File: src/rtl/mfmd_pkg.sv
// Shared types, register codes and sizes for the multiturn feedback decoder.
`timescale 1ns / 1ps

package mfmd_pkg;

    // Slot table and position accumulator sizes
    localparam int NUM_SLOTS = 5;
    localparam int POS_W     = 48;
    localparam int ADDR_W    = (NUM_SLOTS > 1) ? $clog2(NUM_SLOTS) : 1;

    // Fixed field widths
    localparam int KEY_W   = 12;
    localparam int SLOT_W  = 3;
    localparam int ANGLE_W = 16;
    localparam int SPEED_W = 16;
    localparam int TEMP_W  = 8;
    localparam int DELTA_W = 17;
    localparam int EN_W    = 5;
    localparam int CPR_W   = 16;

    // Configuration port
    localparam int CFG_IDX_W  = 3;
    localparam int CFG_DATA_W = 16;

    localparam logic [CFG_IDX_W-1:0] CFG_KEY0   = 3'd0;
    localparam logic [CFG_IDX_W-1:0] CFG_KEY4   = 3'd4;
    localparam logic [CFG_IDX_W-1:0] CFG_ENABLE = 3'd5;
    localparam logic [CFG_IDX_W-1:0] CFG_CPR    = 3'd6;

    // Reset values
    localparam logic [KEY_W-1:0] KEY_RESET [6] = '{
        12'd520, 12'd517, 12'd518, 12'd2566, 12'd2565, 12'd0
    };
    localparam logic [EN_W-1:0]  ENABLE_RESET = 5'd31;
    localparam logic [CPR_W-1:0] CPR_RESET    = 16'd8192;

    // Per-slot state held in the slot memory
    typedef struct packed {
        logic [ANGLE_W-1:0]     angle;
        logic signed [POS_W-1:0] pos;
    } t_slot_state;

    // Slot memory access request
    typedef struct packed {
        logic              rd_en;
        logic [ADDR_W-1:0] rd_addr;
        logic              wr_en;
        logic [ADDR_W-1:0] wr_addr;
        t_slot_state       wr_data;
    } t_mem_req;

    // Key lookup result
    typedef struct packed {
        logic              hit;
        logic [ADDR_W-1:0] slot;
    } t_match;

endpackage

File: src/rtl/motor_feedback_multiturn_decoder_top.sv
// Top level of the motor feedback multiturn decoder.
// Use: feedback frames enter on the s_ channel, one request per frame; each
// frame yields exactly one result request on the m_ channel, matched=0 with
// all other fields zero when no enabled slot key equals bus*2048+frame_id.
// Slot keys, slot enable and counts per revolution are written on the cfg
// port; the user must do so only while the block is idle, which it does not enforce.
// Path: a frame's key match and memory read load the update stage on accept;
// unwrap, accumulate and write back happen as it moves to the output register.
// Throughput: one frame per cycle unless m_ stalls; slot state memory is
// read on accept and written when the update leaves; a back-to-back hit
// on the same slot takes the just-computed state from a forwarding register.
// Reset: slot state reads as zero (per-entry valid bits), config registers
// return to their defaults, no result is pending. No clearing pass.
// Stall: while m_tready is low the result holds; one more frame may be taken
// into the update stage, after which s_tready drops until the result leaves.
`timescale 1ns / 1ps

module motor_feedback_multiturn_decoder_top
    import mfmd_pkg::*;
(
    input  logic                  i_clk,
    input  logic                  i_rst_n,
    // Frame input
    input  logic                  i_s_tvalid,
    output logic                  o_s_tready,
    // frame_id[10:0], data_byte0[18:11], data_byte1[26:19], data_byte2[34:27],
    // data_byte3[42:35], data_byte6[50:43], zero pad[55:51]
    input  logic [55:0]           i_s_tdata,
    // bus[0]
    input  logic [0:0]            i_s_tuser,
    // Result output
    output logic                  o_m_tvalid,
    input  logic                  i_m_tready,
    // slot[2:0], angle_raw[18:3], speed_rpm[34:19], temperature[42:35],
    // angle_delta[59:43], position_sum[107:60], zero pad[111:108]
    output logic [111:0]          o_m_tdata,
    // matched[0]
    output logic [0:0]            o_m_tuser,
    // Configuration writes
    input  logic                  i_cfg_we,
    input  logic [CFG_IDX_W-1:0]  i_cfg_idx,
    input  logic [CFG_DATA_W-1:0] i_cfg_data
);

    // Configuration registers
    logic [KEY_W-1:0] r_key [NUM_SLOTS];
    logic [EN_W-1:0]  r_enable;
    logic [CPR_W-1:0] r_cpr;

    always_ff @(posedge i_clk) begin
        if (!i_rst_n) begin
            for (int i = 0; i < NUM_SLOTS; i++) begin
                r_key[i] <= KEY_RESET[i];
            end
            r_enable <= ENABLE_RESET;
            r_cpr    <= CPR_RESET;
        end else if (i_cfg_we) begin
            case (i_cfg_idx) inside
                [CFG_KEY0:CFG_KEY4]: begin
                    if (32'(i_cfg_idx) < NUM_SLOTS) begin
                        r_key[i_cfg_idx[ADDR_W-1:0]] <= i_cfg_data[KEY_W-1:0];
                    end
                end
                CFG_ENABLE: r_enable <= i_cfg_data[EN_W-1:0];
                CFG_CPR:    r_cpr    <= i_cfg_data[CPR_W-1:0];
                default: ;
            endcase
        end
    end

    // Key lookup on the incoming frame
    t_match in_match;

    mfmd_match u_match (
        .i_key      ({i_s_tuser[0], i_s_tdata[10:0]}),
        .i_slot_key (r_key),
        .i_enable   (r_enable),
        .o_match    (in_match)
    );

    // Handshake
    logic r_s1_valid;
    logic r_m_valid;
    logic s1_fire;
    logic in_fire;

    assign s1_fire    = r_s1_valid && (!r_m_valid || i_m_tready);
    assign o_s_tready = !r_s1_valid || s1_fire;
    assign in_fire    = i_s_tvalid && o_s_tready;

    // Update stage registers
    logic               r_s1_hit;
    logic [ADDR_W-1:0]  r_s1_slot;
    logic [ANGLE_W-1:0] r_s1_angle;
    logic [SPEED_W-1:0] r_s1_speed;
    logic [TEMP_W-1:0]  r_s1_temp;
    logic               r_fwd;
    t_slot_state        r_fwd_data;

    t_slot_state               mem_q;
    t_slot_state               prev;
    t_slot_state               next_state;
    logic signed [DELTA_W-1:0] delta;
    t_mem_req                  mem_req;

    always_ff @(posedge i_clk) begin
        if (!i_rst_n) begin
            r_s1_valid <= 1'b0;
            r_fwd      <= 1'b0;
        end else begin
            if (in_fire) begin
                r_s1_valid <= 1'b1;
                // Same slot written at this edge: the memory read misses it
                r_fwd <= s1_fire && r_s1_hit && in_match.hit
                         && (r_s1_slot == in_match.slot);
            end else if (s1_fire) begin
                r_s1_valid <= 1'b0;
            end
        end
    end

    // Angle and speed: byte0/byte2 are the high bytes
    always_ff @(posedge i_clk) begin
        if (in_fire) begin
            r_s1_hit   <= in_match.hit;
            r_s1_slot  <= in_match.slot;
            r_s1_angle <= {i_s_tdata[18:11], i_s_tdata[26:19]};
            r_s1_speed <= {i_s_tdata[34:27], i_s_tdata[42:35]};
            r_s1_temp  <= i_s_tdata[50:43];
            r_fwd_data <= next_state;
        end
    end

    // Slot state memory: read on accept, write back when the update leaves
    always_comb begin
        mem_req.rd_en   = in_fire && in_match.hit;
        mem_req.rd_addr = in_match.slot;
        mem_req.wr_en   = s1_fire && r_s1_hit;
        mem_req.wr_addr = r_s1_slot;
        mem_req.wr_data = next_state;
    end

    mfmd_slot_mem u_mem (
        .i_clk     (i_clk),
        .i_rst_n   (i_rst_n),
        .i_req     (mem_req),
        .o_rd_data (mem_q)
    );

    assign prev = r_fwd ? r_fwd_data : mem_q;

    mfmd_update u_update (
        .i_prev  (prev),
        .i_angle (r_s1_angle),
        .i_cpr   (r_cpr),
        .o_delta (delta),
        .o_next  (next_state)
    );

    // Output register
    logic                      r_m_matched;
    logic [SLOT_W-1:0]         r_m_slot;
    logic [ANGLE_W-1:0]        r_m_angle;
    logic [SPEED_W-1:0]        r_m_speed;
    logic [TEMP_W-1:0]         r_m_temp;
    logic signed [DELTA_W-1:0] r_m_delta;
    logic signed [POS_W-1:0]   r_m_pos;

    always_ff @(posedge i_clk) begin
        if (!i_rst_n) begin
            r_m_valid <= 1'b0;
        end else if (s1_fire) begin
            r_m_valid <= 1'b1;
        end else if (i_m_tready) begin
            r_m_valid <= 1'b0;
        end
    end

    always_ff @(posedge i_clk) begin
        if (s1_fire) begin
            r_m_matched <= r_s1_hit;
            if (r_s1_hit) begin
                r_m_slot  <= SLOT_W'(r_s1_slot);
                r_m_angle <= r_s1_angle;
                r_m_speed <= r_s1_speed;
                r_m_temp  <= r_s1_temp;
                r_m_delta <= delta;
                r_m_pos   <= next_state.pos;
            end else begin
                r_m_slot  <= '0;
                r_m_angle <= '0;
                r_m_speed <= '0;
                r_m_temp  <= '0;
                r_m_delta <= '0;
                r_m_pos   <= '0;
            end
        end
    end

    assign o_m_tvalid = r_m_valid;
    assign o_m_tuser  = r_m_matched;
    assign o_m_tdata  = {4'b0000, r_m_pos, r_m_delta, r_m_temp, r_m_speed,
                         r_m_angle, r_m_slot};

endmodule

File: src/rtl/mfmd_match.sv
// Slot key lookup: lowest enabled slot whose key equals the frame key.
`timescale 1ns / 1ps

module mfmd_match
    import mfmd_pkg::*;
(
    input  logic [KEY_W-1:0] i_key,
    input  logic [KEY_W-1:0] i_slot_key [NUM_SLOTS],
    input  logic [EN_W-1:0]  i_enable,
    output t_match           o_match
);

    // Scan from the top so the lowest index wins
    always_comb begin
        o_match = '0;
        for (int i = NUM_SLOTS - 1; i >= 0; i--) begin
            if (i < EN_W) begin
                if (i_enable[i] && (i_slot_key[i] == i_key)) begin
                    o_match.hit  = 1'b1;
                    o_match.slot = ADDR_W'(i);
                end
            end
        end
    end

endmodule

File: src/rtl/mfmd_slot_mem.sv
// Slot state memory: registered synchronous read, valid bits give zero reset.
`timescale 1ns / 1ps

module mfmd_slot_mem
    import mfmd_pkg::*;
(
    input  logic        i_clk,
    input  logic        i_rst_n,
    input  t_mem_req    i_req,
    output t_slot_state o_rd_data
);

    t_slot_state          r_mem [NUM_SLOTS];
    logic [NUM_SLOTS-1:0] r_vld;
    t_slot_state          r_q;
    logic                 r_q_vld;

    // Storage array
    always_ff @(posedge i_clk) begin
        if (i_req.wr_en) begin
            r_mem[i_req.wr_addr] <= i_req.wr_data;
        end
        if (i_req.rd_en) begin
            r_q <= r_mem[i_req.rd_addr];
        end
    end

    // Per-entry valid bits, cleared by reset
    always_ff @(posedge i_clk) begin
        if (!i_rst_n) begin
            r_vld   <= '0;
            r_q_vld <= 1'b0;
        end else begin
            if (i_req.rd_en) begin
                r_q_vld <= r_vld[i_req.rd_addr];
            end
            if (i_req.wr_en) begin
                r_vld[i_req.wr_addr] <= 1'b1;
            end
        end
    end

    // Never-written entries read as zero
    assign o_rd_data = r_q_vld ? r_q : '0;

endmodule

File: src/rtl/mfmd_update.sv
// Angle unwrap and saturating multiturn accumulate for one slot.
`timescale 1ns / 1ps

module mfmd_update
    import mfmd_pkg::*;
(
    input  t_slot_state               i_prev,
    input  logic [ANGLE_W-1:0]        i_angle,
    input  logic [CPR_W-1:0]          i_cpr,
    output logic signed [DELTA_W-1:0] o_delta,
    output t_slot_state               o_next
);

    logic signed [DELTA_W:0] diff;
    logic signed [DELTA_W:0] wrapped;
    logic signed [DELTA_W:0] rev;
    logic signed [DELTA_W:0] half;
    logic signed [POS_W:0]   sum;

    // Raw difference, then wrap by one revolution past half a turn
    always_comb begin
        rev  = $signed({2'b00, i_cpr});
        half = $signed({3'b000, i_cpr[CPR_W-1:1]});
        diff = $signed({2'b00, i_angle}) - $signed({2'b00, i_prev.angle});
        if (diff < -half) begin
            wrapped = diff + rev;
        end else if (diff > half) begin
            wrapped = diff - rev;
        end else begin
            wrapped = diff;
        end
    end

    // Add with one guard bit, clamp on overflow
    always_comb begin
        sum = $signed({i_prev.pos[POS_W-1], i_prev.pos}) + (POS_W+1)'(wrapped);
        o_next.angle = i_angle;
        if (sum[POS_W] != sum[POS_W-1]) begin
            o_next.pos = sum[POS_W] ? {1'b1, {(POS_W-1){1'b0}}}
                                    : {1'b0, {(POS_W-1){1'b1}}};
        end else begin
            o_next.pos = sum[POS_W-1:0];
        end
        o_delta = wrapped[DELTA_W-1:0];
    end

endmodule
File: config.mk
export PLATFORM = sky130hd
export DESIGN_NAME = motor_feedback_multiturn_decoder_top
export DESIGN_NICKNAME = d
export VERILOG_FILES = /design/src/rtl/mfmd_pkg.sv /design/src/rtl/motor_feedback_multiturn_decoder_top.sv /design/src/rtl/mfmd_match.sv /design/src/rtl/mfmd_slot_mem.sv /design/src/rtl/mfmd_update.sv
export SDC_FILE = /design/constraint.sdc
export NUM_CORES = 1
export LEC_CHECK = 0
export BUFFER_PORTS_ARGS = -buffer_cell sky130_fd_sc_hd__buf_4
export CORE_MARGIN = 3
export CORE_UTILIZATION = 25
export CTS_BUF_LIST = sky130_fd_sc_hd__clkbuf_2 sky130_fd_sc_hd__clkbuf_4 sky130_fd_sc_hd__clkbuf_8
export CTS_CLUSTER_SIZE = 25
export DETAILED_ROUTE_END_ITERATION = 8
export SYNTH_ARGS = -nofsm -noshare
export SYNTH_HDL_FRONTEND = slang
export SYNTH_SLANG_ARGS = --single-unit
export TNS_END_PERCENT = 50
File: constraint.sdc
create_clock -name i_clk -period 16.4 [get_ports i_clk]
set_input_delay 0 -clock i_clk [delete_from_list [all_inputs] [get_ports i_clk]]
set_output_delay 0 -clock i_clk [all_outputs]
set_load 0.01 [all_outputs]
==> results.toml, run 1 <==
[clocking]
htree_levels = 3
root_buffer = "clkbuf_8"
cts_inserted_buffers = 121
cts.clk_slew.worst_paths_ps = 60
insertion_delay_ps = 850
clkSinkCount = 691
cts_tree = "done"
cts_buffer_depth = 3

[synthesis]
synthSimpleGateAreaFrac_pct = 10.1
synth_xor_area_share_pct = 3.61
synth_top_area_share_pct = 53.9
synth_ff_type = "edfxtp_1"
synthTopCellsByCount = "edfxtp_1, a21oi_1, nand2_1"
synth_area_leaders = "edfxtp_1, dfxtp_1, ha_1"
synth_top_area_cell = "edfxtp_1"
syn_avg_cell_area_um2 = 12.4
synthCells = 2702
ys_seq_area_share_pct = 59.3
synth_cell_types = 90
ys_ff_latch = 691
synth_most_common_cell = "edfxtp_1"
synth_top_family_by_area = "compound AO/OA/AOI/OAI gates"
synth-compound-area-share_pct = 11.6
syn_area_um2 = 33500
muxShareOfSynthArea_pct = 6.53
synth_async_sr_flop_share_pct = 0
yosysWarnings = 0
synthAdderAreaFrac_pct = 5.92
synth-edff-count = 601

[timing]
max_slew.worst_pin.slew_ps = 1140
fin_skew_ps = 47.9
finalHoldViolations = 0
timing.slew.headroom_pct = 23.9
period_minus_slack_ps = 10270
fmax_ghz = 0.0974
report.final.slew_viol_count = 0
setup_viol = 0
setup_tns_ps = 0
rsz0062_at_grt = "no"
holdWs_ps = 103
fin_crit_sh_pct = 62.6

[setup_path]
slowest_delay_ps = 660
endpoint_kind = "flop"
worstPathArrival_ps = 10830
crit_required_ps = 16960
crit_top_cell = "buf_4"
worstPathMaxFanout = 64
critPathLaunchType = "flop"
crit_slowest_cell = "buf_4"
regToRegSetupSlack_ps = 6130
critPathKind = "flop to flop"

[power_and_ir_drop]
p_leak_nw = 14.5
power_density_nw_per_um2 = 109
vdd_drop_max_uv = 96.4

[drt]
drc = 0
avgRoutedWirePerCell_um = 18.9
drtIter0Drc = 1630
dr_total_vias = 22800
drt_wl_total_um = 92800
drt-vias-per-instance = 4.64
firstDrtPassIters = 5
ant_nets = 0

[grt]
grt_pass1_wl_um = 140000
grt_overflow = 0
grt_usage_pct = 13.3
grt_max_degree = 113
antenna_found_initial = 7
grt_pass1_vias = 23100

[floorplanning]
io_pins = 196
die_w_um = 372
rows = 133
coreArea_um2 = 132000
die_y_um = 372
die-area_um2 = 138000
start_util_pct = 25.3

[layout]
fin_area_um2 = 41000
drive_gt1_share_pct = 19.8
syn2layout_area_growth_pct = 22.4
nets = 3268

[place]
portBuffers = 186
placed_cell_area_um2 = 36700
hpwlAfterDp_um = 60000
place.gp.congestion = 0.901

[run]
cap_violations = 0

[run_status]
status = "finished clean"

[hold_path]
min_path_type = "input port to flop"
## routing by layer
metal  vias up  GRT usage, %  routed length, um
met5         -             0                 20
met4         2          5.33               3430
met3       200          2.60               4900
met2       661          21.5              42800
met1     11100          17.3              41700
li1      10800             -                  -
## placed cells by master, fill, tap and decap left out, types with 71 or more instances in the layout
cell	n
nand2_1	242
edfxtp_1	601
buf_4	217
mux2i_1	71
dfxtp_1	89
mux2_2	123
ha_1	130
and2_1	83
dlygate4sd3_1	154
nor2_1	163
a21oi_1	242
clkbuf_8	125
xnor2_1	113
## worst paths after layout
| check | startpoint | end | cells after the start |
|---|---|---|---|
| worst max-delay path | u_mem.r_q_vld | u_mem.r_mem[0][37] | 31 |
| worst min-delay path | i_rst_n | r_key[21] | 3 |
| worst max register to register | u_mem.r_q_vld | u_mem.r_mem[0][37] | 31 |
| worst min register to register | r_key[4] | r_key[4] | 2 |
## repair_timing
item,in CTS,in global routing
resized for setup,0,0
hold endpoints to repair,127,0
buffers inserted,0,0
endpoints found under the setup margin,0,0
hold buffers,154,0
## area by class of cell
type / instances / area [um2]
flip-flops and latches: 691 / 19900
well taps: 1755 / 2200
fillers: 13300 / 91300
diodes: 4 / 10.0
clock buffers: 159 / 1980
inverters: 61 / 234
repair buffers: 373 / 3210
multi-input cells: 1805 / 12800
clock inverters: 66 / 736
## registers in the layout, summed over array words and instances, names as in the netlist, 17 cells and up
register and flops:
r_fwd_data 64, u_mem.r_q 64, r_key 60, u_mem.r_mem 320, r_m_delta 17, r_m_pos 48
## logic make-up after synthesis
kind of cell / Yosys count
buffers and inverters: 209
adders and majority gates: 159
other: 1
xor gates and xnor gates: 138
DFF: 691
AOI/OAI and AO/OA: 592
and+or+nand+nor: 712
muxes: 200
## power breakdown
part | total (mW) | internal [mW] | switching, mW
clock network | 1.77 | 1.02 | 0.757
logic | 0.635 | 0.224 | 0.411
registers | 2.06 | 2.04 | 0.0253
## worst max-delay path, delay by kind of cell, from the launching register on
kind,cells,cell delay [ps]
fa+ha+maj,4,1360
compound gates,16,4340
flops,1,330
xor+xnor,1,660
simple gates,6,1440
buf+inv,4,1790
## stage by stage
| stage | cells | utilization [%] | setup WS [ps] | power, mW |
|---|---|---|---|---|
| 4_1_cts | 4910 | 31.0 | 6110 | 4.53 |
| 3_3_place_gp | 4531 | 27.7 | 6220 | 2.70 |
| 6_report | 4914 | 31.0 | 6130 | 4.47 |
| 3_5_place_dp | 4531 | 27.7 | 6150 | 2.71 |
| 5_1_grt | 4913 | 31.0 | 5480 | 4.67 |
| 2_1_floorplan | 2705 | - | 2700 | 2.49 |
(Power assumes the default switching activity.)
==> run 2, diff against run 1 <==
==> constraint.sdc (replaced) <==
create_clock -name i_clk -period 9 [get_ports i_clk]
set_input_delay 0 -clock i_clk [delete_from_list [all_inputs] [get_ports i_clk]]
set_output_delay 0 -clock i_clk [all_outputs]
set_load 0.01 [all_outputs]
==> results.toml, run 2 (synthesized netlist as in run 1, its figures left out) <==
[floorplanning]
io_pins = 196
coreArea_um2 = 132000
die_w_um = 372
die_y_um = 372
die-area_um2 = 138000
rows = 133
start_util_pct = 25.3

[grt]
antenna_found_initial = 4
grt_pass1_wl_um = 141000
grt_max_degree = 110
grt_usage_pct = 13.4
grt_overflow = 0
grt_pass1_vias = 22900

[drt]
dr_total_vias = 22800
avgRoutedWirePerCell_um = 19.0
drt-vias-per-instance = 4.63
drt_wl_total_um = 93800
drtIter0Drc = 1668
firstDrtPassIters = 6
drc = 0
ant_nets = 0

[hold_path]
hold_start = "i_cfg_data[3]"
min_path_type = "input port to flop"

[layout]
largest_reg_flops = 320
final_cell_mix = "edfxtp_1, buf_4, nand2_1, a21oi_1, nor2_1"
fin_area_um2 = 40900
layout.cells.non_filler = 4928
reg_top3 = "u_mem.r_mem (320), r_fwd_data (64), u_mem.r_q (64)"
syn2layout_area_growth_pct = 22.2
top_register = "u_mem.r_mem"
drive_gt1_share_pct = 20.4
layout_commonest_cell = "edfxtp_1"
nets = 3298

[setup_path]
worstPathArrival_ps = 8950
worstPathMaxFanout = 11
crit_top_cell = "ha_1"
critPathLaunchType = "flop"
crit_slowest_cell = "or4_1"
slowest_delay_ps = 510
critPathKind = "flop to flop"
timing.rr.start = "r_fwd"
startpoint = "r_fwd"
endpoint_kind = "flop"
crit_required_ps = 9520

[clocking]
insertion_delay_ps = 830
cts_inserted_buffers = 118
htree_levels = 3
cts.clk_slew.worst_paths_ps = 60
clkSinkCount = 691
cts_tree = "done"
root_buffer = "clkbuf_8"
cts_buffer_depth = 3

[power_and_ir_drop]
p_leak_nw = 14.6
total_power_mw = 7.82
vdd_drop_max_uv = 131
power_density_nw_per_um2 = 191

[run]
cap_violations = 0

[timing]
setup_tns_ps = 0
fin_skew_ps = 56.1
finalHoldViolations = 0
period_minus_slack_ps = 8430
timing.slew.headroom_pct = 23.8
max_slew.worst_pin.slew_ps = 1140
report.final.slew_viol_count = 0
fin_crit_sh_pct = 93.6
setup_viol = 0
worst_slack_ps = 573
rsz0062_at_grt = "no"
fmax_ghz = 0.119

[run_status]
status = "finished clean"

[place]
hpwlAfterDp_um = 61200
placed_cell_area_um2 = 37000
portBuffers = 186
pre_cts_slack_ps = 486
dp.cells = 4562
place.gp.congestion = 0.900
## run 2: cell count changes in the layout (fill, tap and decap cells not counted), sizes merged
cell         change
buf             +36
diode            -2
bufinv           -9
clkbuf           +2
inv              -1
dlygate4sd3      -3
clkinv          -10
clkinvlp         +1
## run 2: what timing repair did
item	4_1_cts	5_1_grt
endpoints found under the setup margin	0	154
gates resized for setup	0	4
hold buffers	151	0
endpoints found under the hold margin	127	0
setup buffers	0	5
## run 2: routing by layer
layer	wire length (um)	up-vias	share of wire [%]	track usage, %
li1	-	10800	-	-
met1	42800	11200	46	17.8
met2	43000	663	46	21.4
met3	4630	195	4.9	2.21
met4	3480	0	3.7	5.80
met5	0	-	0	0
## run 2: worst max-delay path, delay by kind of cell (launching register included)
kind / cells / cell delay [ps]
compound gates: 16 / 4070
fa+ha+maj: 4 / 1320
buf+inv: 1 / 50
flops: 1 / 350
mux: 1 / 190
simple gates: 8 / 2130
## run 2: where the power goes
group	leakage (nW)	internal, mW	switching (mW)	total [mW]
sequential	6.32	3.72	0.0532	3.77
combinational	7.01	0.438	0.746	1.18
clock	1.24	1.56	1.31	2.87
## run 2: per-stage QoR
step	utilization (%)	hold WS (ps)
2_1_floorplan	-	98.9
3_3_place_gp	28.0	178
3_5_place_dp	28.0	179
4_1_cts	30.9	0.434
5_1_grt	30.9	38.7
6_report	30.9	85.3
## run 2: final cells by class
cell class                 count  area [um2]
fill                       13300       91400
tap                         1755        2200
inverter                      61         234
sequential                   691       19900
clock buffer                 161        1980
antenna                        2        5.00
timing repair buffer         406        3480
clock inverter                47         377
multi-input combinational   1805       12800
## run 2: final timing paths
check | endpoint | slack (ps) | depth (start not counted)
min | r_key[15] | 90 | 4
min reg2reg | u_mem.r_vld[2] | 470 | 2
max reg2reg | u_mem.r_mem[1][44] | 570 | 30
max | u_mem.r_mem[1][44] | 570 | 30
